**src/hw/rtl/sab_ram.sv**
```systemverilog
// Single-port-write, single-port-read synchronous RAM with a registered read port.
module sab_ram #(
    parameter int W     = 8,
    parameter int DEPTH = 16,
    parameter int AW    = 4
) (
    input  logic          clk,
    input  logic          we,
    input  logic [AW-1:0] waddr,
    input  logic [W-1:0]  wdata,
    input  logic          re,
    input  logic [AW-1:0] raddr,
    output logic [W-1:0]  rdata
);

    logic [W-1:0] mem [DEPTH];

    always_ff @(posedge clk)
    begin
        if (we)
        begin
            mem[waddr] <= wdata;
        end
    end

    always_ff @(posedge clk)
    begin
        if (re)
        begin
            rdata <= mem[raddr];
        end
    end

endmodule

```
**config.mk**
```make
export PLATFORM = sky130hd
export DESIGN_NAME = sab_ram
export DESIGN_NICKNAME = d
export VERILOG_FILES = /design/src/hw/rtl/sab_ram.sv
export SDC_FILE = /design/constraint.sdc
export NUM_CORES = 1
export LEC_CHECK = 0
export ABC_AREA = 1
export ABC_CLOCK_PERIOD_IN_PS = 1100
export BUFFER_PORTS_ARGS = -buffer_cell sky130_fd_sc_hd__buf_4
export CAP_MARGIN = 20
export CELL_PAD_IN_SITES_DETAIL_PLACEMENT = 1
export CELL_PAD_IN_SITES_GLOBAL_PLACEMENT = 1
export CORE_MARGIN = 4
export CORE_UTILIZATION = 46
export CTS_BUF_LIST = sky130_fd_sc_hd__clkbuf_4
export DETAILED_ROUTE_END_ITERATION = 8
export GPL_TIMING_DRIVEN = 0
export MAX_ROUTING_LAYER = met4
export PLACE_DENSITY = 0.78
export SLEW_MARGIN = 30
export SYNTH_ARGS = -nofsm -noshare
export SYNTH_HDL_FRONTEND = slang
export SYNTH_SLANG_ARGS = --single-unit
```
**constraint.sdc**
```tcl
create_clock -name clk -period 1.1 [get_ports clk]
set_input_delay 0.165 -clock clk [delete_from_list [all_inputs] [get_ports clk]]
set_output_delay 0.165 -clock clk [all_outputs]
set_load 0.01 [all_outputs]
```
## Word-level counts from Yosys, hierarchy flattened

Memory sizes are Yosys's and may differ from the RTL's. A register that Yosys moved wholly into a read port is not among the register bits.
Index checks and enable logic that the tools add are counted.

- Memories: 1
- Output and inout bits: 8
- Memory bits (writable): 128
- Word-level logic and storage cells: 3
- Bits in latches: 0
- Register bits: 0
- ROM bits: 0

Memory list:

| name | depth | width | rd ports | clocked after Yosys merged registers in | wr ports | line | RTL |
|---|---|---|---|---|---|---|---|
| mem | 16 | 8 | 1 | 1 | 1 | 16 | `logic [W-1:0] mem [DEPTH];` |

- Multiplexer cells: 2
- Add/sub/neg operators: 0
- Equal/unequal tests: 0
- $lt $le $gt $ge: 0
- Reduce and logical (&&, ||, !) cells: 0
- Multipliers: 0
- Shift-type cells: 0
- Divide/modulo/power cells: 0
- Bitwise logic cells: 0

Operator list:

| operator | count |
|---|---|
| $mux W1 | 2 |

## Logic depth before layout (Yosys ltp)

- Depth in word-level cells: 2
- Mapped depth: 8
- Gate-level depth less buffers: 7

## Worst setup path before layout

No wires, ideal clock.

- Kind: input to register
- Start point: input waddr[3]
- End point: memory mem[4][0], enable pin
- Arrival: 746 ps
- Slack: -16 ps
- Buffers on the path: 0
- Cell stages on the path: 2
- Required time: 730 ps
- Path through: nand3b_1 > nor2_1

RTL lines:

| item | line | RTL |
|---|---|---|
| start, declared | 9 | `input logic [AW-1:0] waddr,` |
| end, declared | 16 |  |

Straight into the memory's write port.

## Final worst setup path

- Start point: register rdata[4] (read register of mem)
- End point: output rdata[4]

RTL lines:

| item | line | RTL |
|---|---|---|
| start, declared | 13 | `output logic [W-1:0] rdata` |

No word-level cell between the ends.

==> results.md <==
* Post-synthesis cell count at 551
* Pre-CTS setup slack at -0.568 ns
* WL final at 15900 µm
* Vias in the first global route at 4285
* Largest net degree at the start of global routing at 17
* Fin cells at 782
* Slew Limit Fails at 0
* Share of cells above drive strength 1 at 26.5%
* Post-synthesis simple-gate area fraction at 20.8%
* Post-DP Area at 6230 µm²
* Crit Reg-Reg Endpoint: rdata[7]$_DFFE_PP_
* Number of synthesized flops with an enable pin at 136
* Arr. time, crit path at 1.08 ns
* DR DRC count at 0
* Share of the synthesized area in the top cell type at 69.8%
* Synthesis-stage register bit count at 136
* Slew at the pin closest to its max-slew limit at 0.952 ns
* Complex-gate fraction of the synthesized area at 0%
* Placed Cells at 742
* Max FO, Critical Path at 1
* Root Buffer: clkbuf_4
* Mapped Area at 5850 µm²
* Startpoint types: flip-flop
* Final hold vios at 0
* Largest family of logic cells by synthesized area: simple AND/OR/NAND/NOR gates
* Worst path cell trace: buf_6
* Xor/xnor share of the synthesized area at 0%
* Via Count at 4015
* Worst setup EP type: output pin
* Pwr Total at 0.00989 W
* Final core utilization at 57.1%
* Htree depth at 4
* Pleak at 2.96 nW
* Hold path cells at 4
* DRT Pass-1 Iters at 5
* Largest area contributor in the netlist: edfxtp_1
* Hold wc startpoint: raddr[2]
* Initial Utilization at 47.9%
* Critical path's slowest cell: edfxtp_1
* Setup Fix Bufs, Post-CTS at 0
* Drt via density at 5.13
* Data required, critical path at 0.94 ns
* Total track usage at 23.6%
* Outcome: complete, but fails checks
* Routed Antenna Nets at 0
* CORE AREA at 12200 µm²
* Nets at 621
* Skew-Pair Late Insertion Delay at 0.54 ns
* Die Wd at 121 µm
* Min cycle time layout at 1.24 ns
* Reg2Reg Depth at 6
* Initial drt markers at 268
* Chip height at 121 µm
* Max IR drop VDD at 0.721 mV
* # clock sinks at 136
* Setup violations, final at 15
* GP Congestion at 0.881
* Total CTS buffers at 17
* Top delay family on crit path: flip-flops
* Top cells by count, synth: nand2_1 (173), edfxtp_1 (136), inv_1 (100)
* Post-synthesis adder-cell area fraction at 0%
* Top_reg_cell synth: edfxtp_1
* Largest cells by area after synthesis: edfxtp_1 (70%), nand2_1 (11%), nand3_1 (8.3%), inv_1 (6.4%), buf_6 (1.2%)
* Failing checks: setup timing
* Post-synthesis mux area share at 0%
* Clk buf depth at 2
* Total gr overflow at 0
* Hold Crit Class: in2reg
* Total die area at 14600 µm²
* IO Port Bufs at 23
* Register area share after synthesis at 69.8%
* Mapped Nets at 570
* Levels on crit path at 1
* Area Overhead vs Synth at 19.2%
* Syn avg cell area at 10.6 µm²
* CP bufs+invs at 1
* Synth warnings at 0
* Hold Path Sink: rdata[4]$_DFFE_PP_
* Critical path class: reg2out
* Antenna violations before repair at 0
* Setup slack, reg-to-reg at -0.08 ns
* RSZ-0062 raised after global routing: true
* CTS tree: done
* Power per Cell Area at 1420 nW/µm²
* Synth unique cells at 11
* # diodes at 0
* Row cnt at 40
* Post-route cell area at 6970 µm²
* First-pass GRT wire length at 24400 µm
* Slew headroom at 36.3%
* Fmax at 0.804 GHz
* Setup WS post-layout at -0.144 ns
* Count leader, synth: nand2_1
* Routed length per instance at 20.3 µm
* Clk_skew at 0.0155 ns
* Num ports at 27
* Clock transition at path regs at 0.11 ns
* R2R Path Start: mem[14][7]$_DFFE_PP_
* Ys async rst share at 0%
* Post-detail-place hpwl at 10700 µm
* Final worst path period share at 113%
* Max stage delay on crit path at 0.40 ns
* Max cap viols at 0
worst max-delay path by stage:
stage               slack [ns]             endpoint               start
finish                   -0.14             rdata[4]  rdata[4]$_DFFE_PP_
floorplan                -0.02  mem[4][0]$_DFFE_PP_            waddr[3]
detailed placement       -0.57  mem[4][3]$_DFFE_PP_            waddr[3]
global route             -0.24             rdata[4]  rdata[4]$_DFFE_PP_
global placement         -0.52  mem[4][3]$_DFFE_PP_            waddr[3]
CTS                      -0.19             rdata[6]  rdata[6]$_DFFE_PP_
report_power, final:
part	switching, W	internal (W)
Combinational	0.000652	0.000327
Sequential	0.0000357	0.00583
Clock	0.00171	0.00134
Total	0.00239	0.00749
cell type report:
class                   instances  area [µm²]
clock inverters                12         110
multi-input cells             289        1580
inverters                     102         383
clock buffers                  19         143
flip-flops and latches        136        4080
well taps                     168         210
repair buffers                 32         293
plain buffers                  24         166
fillers                      1341        5240
through the flow:
stage / TNS [ns] / hold WS (ns)
detailed placement: -60.94 / 0.451
global route: -2.32 / 0.118
CTS: -1.53 / 0.110
finish: -1.32 / 0.138
global placement: -55.74 / 0.438
floorplan: -1.01 / 0.264
registers in the layout (all words and copies together), names as in the netlist:
register / cells
rdata: 8
mem: 128
routing by layer:
metal,track usage (%),part of all wire (%)
met1,30.7,43
met2,37.7,50
met3,5.52,6.4
met4,6.44,1.1
met5,-,0
cell families after synthesis:
group | Yosys count
DFF | 136
buffers and inverters | 126
and+or+nand+nor | 289
cell usage in the layout, fill, tap and decap left out:
master,netlist,routed
nand3_2,0,61
clkinv_2,0,4
inv_1,100,98
nor2_2,0,4
clkinv_1,0,4
nand3b_1,2,2
buf_2,13,13
nand2_2,0,21
nand2_1,173,152
buf_4,4,19
inv_2,2,4
bufinv_16,0,2
edfxtp_1,136,136
clkinvlp_4,0,2
nor2_1,17,13
clkbuf_4,0,19
dlygate4sd3_1,0,9
buf_1,1,1
buf_6,6,14
nand3_1,97,36
what timing repair did:
action	4_1_cts	5_1_grt
endpoints found under the setup margin	16	24
pin swaps	17	35
hold buffers	9	0
gates resized for setup	44	50
hold endpoints to repair	136	0
Note: power is estimated with default switching activity, not from simulation.
